File: config.mk
export PLATFORM = sky130hd
export DESIGN_NAME = ctc_greedy_decoder_unit
export DESIGN_NICKNAME = d
export VERILOG_FILES = /design/src/design/ctcgd_pkg.sv /design/src/design/ctcgd_front.sv /design/src/design/ctcgd_fifo.sv /design/src/design/ctcgd_back.sv /design/src/design/ctc_greedy_decoder_unit.sv
export SDC_FILE = /design/constraint.sdc
export NUM_CORES = 1
export LEC_CHECK = 0
export BUFFER_PORTS_ARGS = -buffer_cell sky130_fd_sc_hd__buf_4
export CELL_PAD_IN_SITES_DETAIL_PLACEMENT = 0
export CELL_PAD_IN_SITES_GLOBAL_PLACEMENT = 1
export CORE_MARGIN = 2
export CORE_UTILIZATION = 54
export DETAILED_ROUTE_END_ITERATION = 12
export PLACE_DENSITY = 0.92
export SLEW_MARGIN = 20
export SYNTH_ARGS = -nofsm -noshare
export SYNTH_HDL_FRONTEND = slang
export SYNTH_SLANG_ARGS = --single-unit
File: constraint.sdc
create_clock -name aclk -period 23 [get_ports aclk]
set_input_delay 3.45 -clock aclk [delete_from_list [all_inputs] [get_ports aclk]]
set_output_delay 3.45 -clock aclk [all_outputs]
set_load 0.1 [all_outputs]
File: src/design/ctcgd_pkg.sv
// ctcgd_pkg: types and constants shared by the ctc greedy decoder modules
// no dependencies; compile first

package ctcgd_pkg;

    // field widths
    localparam int LOGIT_BITS  = 16;
    localparam int CLASS_BITS  = 13;
    localparam int KEPT_BITS   = 11;
    localparam int DICT_BITS   = 14;
    localparam int OUT_DATA_BITS = 40;
    localparam int OUT_USER_BITS = 2;

    // class scan limits
    localparam int MAX_CLASSES = 8192;
    localparam int CNT_BITS    = 14;

    // kept step limits and running sum
    localparam int MAX_STEPS   = 1024;
    localparam int SUM_BITS    = 27;
    localparam int MAG_BITS    = 26;
    localparam int ITER_BITS   = 5;
    localparam int REM_BITS    = 11;

    // dictionary size after reset
    localparam logic [DICT_BITS-1:0] DICT_RESET = 14'd8192;

    // step queue between front and back
    localparam int FIFO_DEPTH    = 4;
    localparam int FIFO_PTR_BITS = 2;
    localparam int FIFO_CNT_BITS = 3;

    // one finished timestep as handed from front to back
    typedef struct packed {
        logic [CLASS_BITS-1:0]        cls;
        logic signed [LOGIT_BITS-1:0] value;
        logic                         keep;
        logic                         seq_end;
    } step_rec_t;

    // back end sequencer
    typedef enum logic [1:0] {
        BK_IDLE,
        BK_CLASS,
        BK_DIV,
        BK_SUM
    } back_state_t;

endpackage

File: src/design/ctcgd_front.sv
// ctcgd_front: per-timestep arg-max scan, repeat collapse and blank drop
// depends on ctcgd_pkg; pushes one step record per kept step or sequence end

module ctcgd_front (
    input  logic                                   aclk,
    input  logic                                   aresetn,
    input  logic                                   in_accept,
    input  logic signed [ctcgd_pkg::LOGIT_BITS-1:0] logit,
    input  logic                                   row_end,
    input  logic                                   seq_end,
    output logic                                   rec_push,
    output ctcgd_pkg::step_rec_t                   rec_data
);

    logic [ctcgd_pkg::CNT_BITS-1:0]          counter_reg, counter_next;
    logic [ctcgd_pkg::CLASS_BITS-1:0]        best_class_reg, best_class_next;
    logic signed [ctcgd_pkg::LOGIT_BITS-1:0] best_value_reg, best_value_next;
    logic [ctcgd_pkg::CLASS_BITS-1:0]        prev_class_reg, prev_class_next;
    logic                                    prev_valid_reg, prev_valid_next;

    logic                                    in_range;
    logic                                    take;
    logic [ctcgd_pkg::CLASS_BITS-1:0]        cand_class;
    logic signed [ctcgd_pkg::LOGIT_BITS-1:0] cand_value;
    logic                                    keep;

    // running arg-max, first index wins on a tie
    assign in_range   = counter_reg < ctcgd_pkg::CNT_BITS'(ctcgd_pkg::MAX_CLASSES);
    assign take       = in_range && ((counter_reg == '0) || (logit > best_value_reg));
    assign cand_class = take ? counter_reg[ctcgd_pkg::CLASS_BITS-1:0] : best_class_reg;
    assign cand_value = take ? logit : best_value_reg;

    // collapse repeats, then drop blank
    assign keep = !(prev_valid_reg && (cand_class == prev_class_reg)) && (cand_class != '0);

    assign rec_push         = in_accept && row_end && (keep || seq_end);
    assign rec_data.cls     = cand_class;
    assign rec_data.value   = cand_value;
    assign rec_data.keep    = keep;
    assign rec_data.seq_end = seq_end;

    // next state
    always_comb begin
        counter_next    = counter_reg;
        best_class_next = best_class_reg;
        best_value_next = best_value_reg;
        prev_class_next = prev_class_reg;
        prev_valid_next = prev_valid_reg;
        if (in_accept) begin
            if (row_end) begin
                counter_next    = '0;
                best_class_next = '0;
                best_value_next = '0;
                if (seq_end) begin
                    prev_class_next = '0;
                    prev_valid_next = 1'b0;
                end else begin
                    prev_class_next = cand_class;
                    prev_valid_next = 1'b1;
                end
            end else begin
                counter_next    = counter_reg + ctcgd_pkg::CNT_BITS'(in_range);
                best_class_next = cand_class;
                best_value_next = cand_value;
            end
        end
    end

    // state registers
    always_ff @(posedge aclk) begin
        if (!aresetn) begin
            counter_reg    <= '0;
            best_class_reg <= '0;
            best_value_reg <= '0;
            prev_class_reg <= '0;
            prev_valid_reg <= 1'b0;
        end else begin
            counter_reg    <= counter_next;
            best_class_reg <= best_class_next;
            best_value_reg <= best_value_next;
            prev_class_reg <= prev_class_next;
            prev_valid_reg <= prev_valid_next;
        end
    end

endmodule

File: src/design/ctcgd_fifo.sv
// ctcgd_fifo: small register queue of step records between front and back
// depends on ctcgd_pkg

module ctcgd_fifo (
    input  logic                 aclk,
    input  logic                 aresetn,
    input  logic                 push,
    input  ctcgd_pkg::step_rec_t push_data,
    output logic                 full,
    input  logic                 pop,
    output logic                 pop_valid,
    output ctcgd_pkg::step_rec_t pop_data
);

    ctcgd_pkg::step_rec_t                  mem_reg [ctcgd_pkg::FIFO_DEPTH];
    logic [ctcgd_pkg::FIFO_PTR_BITS-1:0]   wr_ptr_reg, wr_ptr_next;
    logic [ctcgd_pkg::FIFO_PTR_BITS-1:0]   rd_ptr_reg, rd_ptr_next;
    logic [ctcgd_pkg::FIFO_CNT_BITS-1:0]   count_reg, count_next;
    logic                                  do_push;
    logic                                  do_pop;

    function automatic logic [ctcgd_pkg::FIFO_PTR_BITS-1:0] FIFO_PTR_ONE(input logic b);
        return ctcgd_pkg::FIFO_PTR_BITS'(b);
    endfunction

    assign full      = count_reg == ctcgd_pkg::FIFO_CNT_BITS'(ctcgd_pkg::FIFO_DEPTH);
    assign pop_valid = count_reg != '0;
    assign pop_data  = mem_reg[rd_ptr_reg];
    assign do_push   = push && !full;
    assign do_pop    = pop && pop_valid;

    // pointers and fill level
    always_comb begin
        wr_ptr_next = wr_ptr_reg + FIFO_PTR_ONE(do_push);
        rd_ptr_next = rd_ptr_reg + FIFO_PTR_ONE(do_pop);
        count_next  = count_reg + ctcgd_pkg::FIFO_CNT_BITS'(do_push)
                                - ctcgd_pkg::FIFO_CNT_BITS'(do_pop);
    end

    always_ff @(posedge aclk) begin
        if (!aresetn) begin
            wr_ptr_reg <= '0;
            rd_ptr_reg <= '0;
            count_reg  <= '0;
        end else begin
            wr_ptr_reg <= wr_ptr_next;
            rd_ptr_reg <= rd_ptr_next;
            count_reg  <= count_next;
        end
    end

    // storage, no reset needed
    always_ff @(posedge aclk) begin
        if (do_push) begin
            mem_reg[wr_ptr_reg] <= push_data;
        end
    end

endmodule

File: src/design/ctcgd_back.sv
// ctcgd_back: score accumulation, bit-serial mean divider and result register
// depends on ctcgd_pkg; drains step records from ctcgd_fifo

module ctcgd_back (
    input  logic                                    aclk,
    input  logic                                    aresetn,
    input  logic                                    rec_valid,
    input  ctcgd_pkg::step_rec_t                    rec_data,
    output logic                                    rec_pop,
    input  logic                                    cfg_we,
    input  logic [ctcgd_pkg::DICT_BITS-1:0]         cfg_wdata,
    output logic                                    m_tvalid,
    input  logic                                    m_tready,
    output logic [ctcgd_pkg::OUT_DATA_BITS-1:0]     m_tdata,
    output logic [ctcgd_pkg::OUT_USER_BITS-1:0]     m_tuser,
    output logic                                    m_tlast
);

    localparam int CB = ctcgd_pkg::CLASS_BITS;
    localparam int LB = ctcgd_pkg::LOGIT_BITS;
    localparam int KB = ctcgd_pkg::KEPT_BITS;
    localparam int SB = ctcgd_pkg::SUM_BITS;
    localparam int MB = ctcgd_pkg::MAG_BITS;
    localparam int RB = ctcgd_pkg::REM_BITS;
    localparam int IB = ctcgd_pkg::ITER_BITS;

    ctcgd_pkg::back_state_t state_reg, state_next;

    logic [ctcgd_pkg::DICT_BITS-1:0] dict_reg;
    logic [CB-1:0]                   cls_reg, cls_next;
    logic                            seq_reg, seq_next;
    logic signed [SB-1:0]            sum_reg, sum_next;
    logic [KB-1:0]                   kept_reg, kept_next;
    logic [RB-1:0]                   rem_reg, rem_next;
    logic [MB-1:0]                   quo_reg, quo_next;
    logic                            neg_reg, neg_next;
    logic [IB-1:0]                   iter_reg, iter_next;

    logic                            out_valid_reg, out_valid_next;
    logic [CB-1:0]                   out_cls_reg, out_cls_next;
    logic                            out_text_reg, out_text_next;
    logic                            out_summ_reg, out_summ_next;
    logic [LB-1:0]                   out_score_reg, out_score_next;
    logic [KB-1:0]                   out_kept_reg, out_kept_next;
    logic                            out_last_reg, out_last_next;

    logic                            out_free;
    logic                            out_load;
    logic [SB-1:0]                   sum_abs;
    logic [RB:0]                     rem_shift;
    logic [RB:0]                     divisor;
    logic                            rem_ge;
    logic [LB-1:0]                   mean;

    assign out_free = !out_valid_reg || m_tready;

    // magnitude of the sum for sign-magnitude division (truncates toward zero)
    assign sum_abs = sum_reg[SB-1] ? SB'(-sum_reg) : SB'(sum_reg);

    // one restoring division step
    assign rem_shift = {rem_reg, quo_reg[MB-1]};
    assign divisor   = (RB+1)'(kept_reg);
    assign rem_ge    = rem_shift >= divisor;
    assign mean      = (kept_reg == '0) ? '0
                     : (neg_reg ? LB'(-quo_reg[LB-1:0]) : quo_reg[LB-1:0]);

    // sequencer and datapath next values
    always_comb begin
        state_next     = state_reg;
        cls_next       = cls_reg;
        seq_next       = seq_reg;
        sum_next       = sum_reg;
        kept_next      = kept_reg;
        rem_next       = rem_reg;
        quo_next       = quo_reg;
        neg_next       = neg_reg;
        iter_next      = iter_reg;
        rec_pop        = 1'b0;
        out_load       = 1'b0;
        out_cls_next   = out_cls_reg;
        out_text_next  = out_text_reg;
        out_summ_next  = out_summ_reg;
        out_score_next = out_score_reg;
        out_kept_next  = out_kept_reg;
        out_last_next  = out_last_reg;

        unique case (state_reg)
            ctcgd_pkg::BK_IDLE: begin
                if (rec_valid) begin
                    rec_pop  = 1'b1;
                    cls_next = rec_data.cls;
                    seq_next = rec_data.seq_end;
                    if (rec_data.keep) begin
                        // count and sum only up to the step limit
                        if (kept_reg < KB'(ctcgd_pkg::MAX_STEPS)) begin
                            sum_next  = sum_reg + SB'(rec_data.value);
                            kept_next = kept_reg + KB'(1);
                        end
                        state_next = ctcgd_pkg::BK_CLASS;
                    end else begin
                        neg_next   = sum_reg[SB-1];
                        quo_next   = sum_abs[MB-1:0];
                        rem_next   = '0;
                        iter_next  = '0;
                        state_next = ctcgd_pkg::BK_DIV;
                    end
                end
            end
            ctcgd_pkg::BK_CLASS: begin
                if (out_free) begin
                    out_load       = 1'b1;
                    out_cls_next   = cls_reg;
                    out_text_next  = {1'b0, cls_reg} < dict_reg;
                    out_summ_next  = 1'b0;
                    out_score_next = '0;
                    out_kept_next  = kept_reg;
                    out_last_next  = 1'b0;
                    if (seq_reg) begin
                        neg_next   = sum_reg[SB-1];
                        quo_next   = sum_abs[MB-1:0];
                        rem_next   = '0;
                        iter_next  = '0;
                        state_next = ctcgd_pkg::BK_DIV;
                    end else begin
                        state_next = ctcgd_pkg::BK_IDLE;
                    end
                end
            end
            ctcgd_pkg::BK_DIV: begin
                rem_next  = rem_ge ? RB'(rem_shift - divisor) : rem_shift[RB-1:0];
                quo_next  = {quo_reg[MB-2:0], rem_ge};
                iter_next = iter_reg + IB'(1);
                if (iter_reg == IB'(MB - 1)) begin
                    state_next = ctcgd_pkg::BK_SUM;
                end
            end
            ctcgd_pkg::BK_SUM: begin
                if (out_free) begin
                    out_load       = 1'b1;
                    out_cls_next   = '0;
                    out_text_next  = 1'b0;
                    out_summ_next  = 1'b1;
                    out_score_next = mean;
                    out_kept_next  = kept_reg;
                    out_last_next  = 1'b1;
                    sum_next       = '0;
                    kept_next      = '0;
                    state_next     = ctcgd_pkg::BK_IDLE;
                end
            end
            default: begin
                state_next = ctcgd_pkg::BK_IDLE;
            end
        endcase

        // result register valid
        if (out_load) begin
            out_valid_next = 1'b1;
        end else if (m_tready) begin
            out_valid_next = 1'b0;
        end else begin
            out_valid_next = out_valid_reg;
        end
    end

    // control registers
    always_ff @(posedge aclk) begin
        if (!aresetn) begin
            state_reg     <= ctcgd_pkg::BK_IDLE;
            dict_reg      <= ctcgd_pkg::DICT_RESET;
            sum_reg       <= '0;
            kept_reg      <= '0;
            out_valid_reg <= 1'b0;
        end else begin
            state_reg     <= state_next;
            sum_reg       <= sum_next;
            kept_reg      <= kept_next;
            out_valid_reg <= out_valid_next;
            if (cfg_we) begin
                dict_reg <= cfg_wdata;
            end
        end
    end

    // payload and divider registers
    always_ff @(posedge aclk) begin
        cls_reg       <= cls_next;
        seq_reg       <= seq_next;
        rem_reg       <= rem_next;
        quo_reg       <= quo_next;
        neg_reg       <= neg_next;
        iter_reg      <= iter_next;
        out_cls_reg   <= out_cls_next;
        out_text_reg  <= out_text_next;
        out_summ_reg  <= out_summ_next;
        out_score_reg <= out_score_next;
        out_kept_reg  <= out_kept_next;
        out_last_reg  <= out_last_next;
    end

    // result beat packing
    assign m_tvalid = out_valid_reg;
    assign m_tdata  = {out_kept_reg, out_score_reg, out_cls_reg};
    assign m_tuser  = {out_summ_reg, out_text_reg};
    assign m_tlast  = out_last_reg;

endmodule

File: src/design/ctc_greedy_decoder_unit.sv
// ctc_greedy_decoder_unit: top level of the ctc greedy best-path decoder
// depends on ctcgd_pkg, ctcgd_front, ctcgd_fifo, ctcgd_back
//
//   channel | direction | tdata                                   | tuser                    | tlast
//   s_      | in        | [15:0] logit                            | [0] seq_end              | row_end
//   m_      | out       | [12:0] class_index [28:13] score        | [0] has_text             | last
//           |           | [39:29] kept_count                      | [1] is_summary           |
//   cfg_    | in        | cfg_wdata [13:0] dict_entries, cfg_we   |                          |
//
// the front takes one logit beat per cycle unless the step queue is full, one class per beat
// the back handles each kept step through its class state, and each summary through the
// one-bit-per-cycle divider for the mean and its summary state; a four-entry step queue between
// them lets the input run on while the back divides or the output stalls
// s_tready drops only while the step queue is full
// synchronous active-low reset; no clearing pass, ready right after reset

module ctc_greedy_decoder_unit (
    input  logic        aclk,
    input  logic        aresetn,
    // input stream
    input  logic        s_tvalid,
    output logic        s_tready,
    input  logic [15:0] s_tdata,   // [15:0] logit
    input  logic [0:0]  s_tuser,   // [0] seq_end
    input  logic        s_tlast,
    // result stream
    output logic        m_tvalid,
    input  logic        m_tready,
    output logic [39:0] m_tdata,   // [12:0] class_index, [28:13] score, [39:29] kept_count
    output logic [1:0]  m_tuser,   // [0] has_text, [1] is_summary
    output logic        m_tlast,
    // configuration
    input  logic        cfg_we,
    input  logic [13:0] cfg_wdata
);

    logic                 in_accept;
    logic                 rec_push;
    ctcgd_pkg::step_rec_t push_data;
    logic                 fifo_full;
    logic                 rec_pop;
    logic                 rec_valid;
    ctcgd_pkg::step_rec_t pop_data;

    assign s_tready  = !fifo_full;
    assign in_accept = s_tvalid && s_tready;

    // scan and classify
    ctcgd_front u_front (
        .aclk      (aclk),
        .aresetn   (aresetn),
        .in_accept (in_accept),
        .logit     (s_tdata),
        .row_end   (s_tlast),
        .seq_end   (s_tuser[0]),
        .rec_push  (rec_push),
        .rec_data  (push_data)
    );

    // step queue
    ctcgd_fifo u_fifo (
        .aclk      (aclk),
        .aresetn   (aresetn),
        .push      (rec_push),
        .push_data (push_data),
        .full      (fifo_full),
        .pop       (rec_pop),
        .pop_valid (rec_valid),
        .pop_data  (pop_data)
    );

    // accumulate, divide and emit
    ctcgd_back u_back (
        .aclk      (aclk),
        .aresetn   (aresetn),
        .rec_valid (rec_valid),
        .rec_data  (pop_data),
        .rec_pop   (rec_pop),
        .cfg_we    (cfg_we),
        .cfg_wdata (cfg_wdata),
        .m_tvalid  (m_tvalid),
        .m_tready  (m_tready),
        .m_tdata   (m_tdata),
        .m_tuser   (m_tuser),
        .m_tlast   (m_tlast)
    );

endmodule
==> results by group <==
Floorplan
  – Die X: 180 um
  – Starting density of the core: 54.6%
  – Die area: 32,300 um^2
  – Chip height: 180 um
  – Core area: 30,500 um^2
  – Num ports: 82
  – Row cnt: 64

STA
  – Slew Limit Headroom: 34.0%
  – RSZ-0062 raised after global routing: false
  – Hold Vio Cnt, Final: 0
  – Hold_ws: 0.468 ns
  – Worst-Margin Slew: 0.987 ns
  – Final setup fails: 0
  – Worst Skew: 0.0171 ns
  – Worst setup margin: 15.88 ns
  – Setup TNS: 0 ns
  – Fin. max-slew vios: 0
  – Max frequency: 0.140 GHz
  – Final period util: 31.0%
  – Period minus WS final: 7.12 ns

Final layout
  – Area delta synth->final: 13.1%
  – Finished Core Util: 61.7%
  – Commonest non-fill, non-tap cell in the layout: edfxtp_1
  – Seq. cell area: 9080 um^2
  – Final #Nets: 1,621
  – Filler instances: 2,361
  – Commonest cells after routing, fill and taps aside: 223 x edfxtp_1, 118 x dfxtp_1, 99 x nand2_1, 99 x buf_4, 82 x inv_1
  – Multi-input combinational cell area: 7070 um^2
  – Layout cells sized above 1: 13.5%
  – Max reg flops: 124

Global route
  – Overall Global Routing Usage: 21.2%
  – Pin count of the biggest net entering global routing: 52
  – Vias in the first global route: 11,000
  – First-pass GRT wire length: 56,400 um
  – Initial antenna violation count: 0
  – GRT overflow: 0

Route
  – Number of remaining DRC errors: 0
  – DR vias/cell: 5.68
  – Detailed Routing Iterations Pass 1: 5
  – WL per Instance: 17.4 um
  – DRT Wirelength: 33,600 um
  – DRT iter0 DRCs: 808
  – Antenna Violating Nets Remaining: 0
  – Via count: 11,000

Min path
  – Hold Startpoint: u_back.kept_reg[8]
  – HP Class: reg -> reg

Pwr
  – P_leak: 6.87 nW
  – Cell Pwr Density: 130 nW/um^2
  – VDD IR max: 0.0000572 V
  – Power Total: 0.00245 W

Synth
  – EDFF count, synth: 223
  – Main synth FF type: edfxtp_1
  – #FFs+latches synth: 342
  – Post-synth top area share: 40.2%
  – Top post-synthesis cells by area: edfxtp_1 40%, dfxtp_1 14%, ha_1 5.8%, mux4_2 4.2%, xnor2_1 3.3%
  – Mapped Nets: 1,548
  – Post-synth ARST share: 0%
  – Ys Warns: 0
  – Area leader, netlist: edfxtp_1
  – Mapped Area: 16,700 um^2
  – Mapped Cells: 1,431
  – Synth unique cells: 62
  – Sequential-to-total area share from yosys stat: 54.5%
  – Mean area per synthesized cell: 11.6 um^2

CTS
  – Clock sinks: 342
  – Clk root buf: clkbuf_16
  – Hold-fix buffers, CTS: 0
  – H-tree depth: 2
  – Clock slew at reported path FFs: 0.06 ns
  – Post-CTS setup buffer count: 0
  – Clock Path Buffers: 3
  – TritonCTS clock tree: yes
  – Total CTS buffers: 36
  – Clock Latency Late Sink: 0.53 ns
  – Post-cts sizing count: 0

Status
  – Run status: complete, no violations

Worst setup path
  – Nature of the critical path startpoint: input port
  – Worst setup startpoint: s_tdata[13]
  – FF-to-FF Start: u_front.best_value_reg[13]
  – R2r setup slk: 18.51 ns
  – CP required: 23.43 ns
  – Maximum fanout along the worst path: 35
  – Setup crit end kind: flip-flop
  – Crit path kind: in -> reg
  – CP arrival: 7.55 ns

Flow run
  – Max cap viols: 0

Placed design
  – Post-Place Worst Slack: 15.32 ns
  – IO Port Bufs: 81
  – DP HPWL: 23,400 um
  – Gpl congestion: 0.799
==> layout make-up <==
cell class                 instances  share of cell area (%)
antenna                            1                  0.0133
clock buffer                      54                    5.35
clock inverter                    11                   0.697
inverter                          82                    1.63
multi-input combinational        943                    37.5
sequential                       342                    48.2
tap                              396                    2.63
timing repair buffer              99                    3.95
==> kinds of logic after synthesis <==
| group | count (synthesis) | synth area share, % |
|---|---|---|
| compound gates | 281 | 11.0 |
| xor+xnor | 113 | 5.94 |
| fa+ha+maj | 80 | 6.14 |
| buf+inv | 146 | 3.36 |
| flops | 342 | 54.5 |
| mux | 77 | 7.07 |
| simple gates | 392 | 12.0 |
==> synth_stat cells, drive strengths merged (31+ instances only) <==
| library cell | n |
|---|---|
| edfxtp | 223 |
| dfxtp | 119 |
| nand2 | 99 |
| xor2 | 51 |
| a22oi | 46 |
| mux4 | 31 |
| clkbuf | 54 |
| inv | 82 |
| a21oi | 47 |
| nand3 | 31 |
| xnor2 | 62 |
| nor2 | 69 |
| o21ai | 89 |
| nor2b | 71 |
| ha | 77 |
| mux2i | 31 |
==> metrics by stage <==
stage	std cells	area, um^2
5_1_grt	1927	18800
3_3_place_gp	1862	17700
3_5_place_dp	1862	17700
2_1_floorplan	1431	16700
6_report	1928	18800
4_1_cts	1927	18800
==> where the power goes <==
group          internal, W  switching [W]
logic             0.000366       0.000607
clock network     0.000328       0.000232
registers         0.000818      0.0000983
total              0.00151       0.000937
==> final timing paths <==
path                                               end  depth (start not counted)
worst min register to register  u_back.out_kept_reg[8]                          0
worst max-delay path               u_fifo.count_reg[2]                         17
worst min-delay path            u_back.out_kept_reg[8]                          0
worst max register to register     u_fifo.count_reg[2]                         17
==> critical path, stage by stage <==
cell	delay, ns
buf_4	0.11
ha_1	0.31
nand4_1	0.13
or3_1	0.42
o41a_1	0.48
a21oi_4	0.15
buf_4	0.43
mux2i_1	0.39
xnor2_1	0.12
o31ai_2	0.54
a21oi_1	0.19
ha_1	0.21
inv_1	0.07
fa_1	0.17
xnor2_1	0.13
xnor2_1	0.07
and2_1	0.15
==> layer usage <==
layer,global-route usage [%],routed length (um),vias up
met3,2.94,1210,50
met4,6.34,728,0
met1,28.2,15200,5325
met2,36.2,16400,221
met5,0,0,-
li1,-,-,5359
Power figures use the tool's default switching activity.
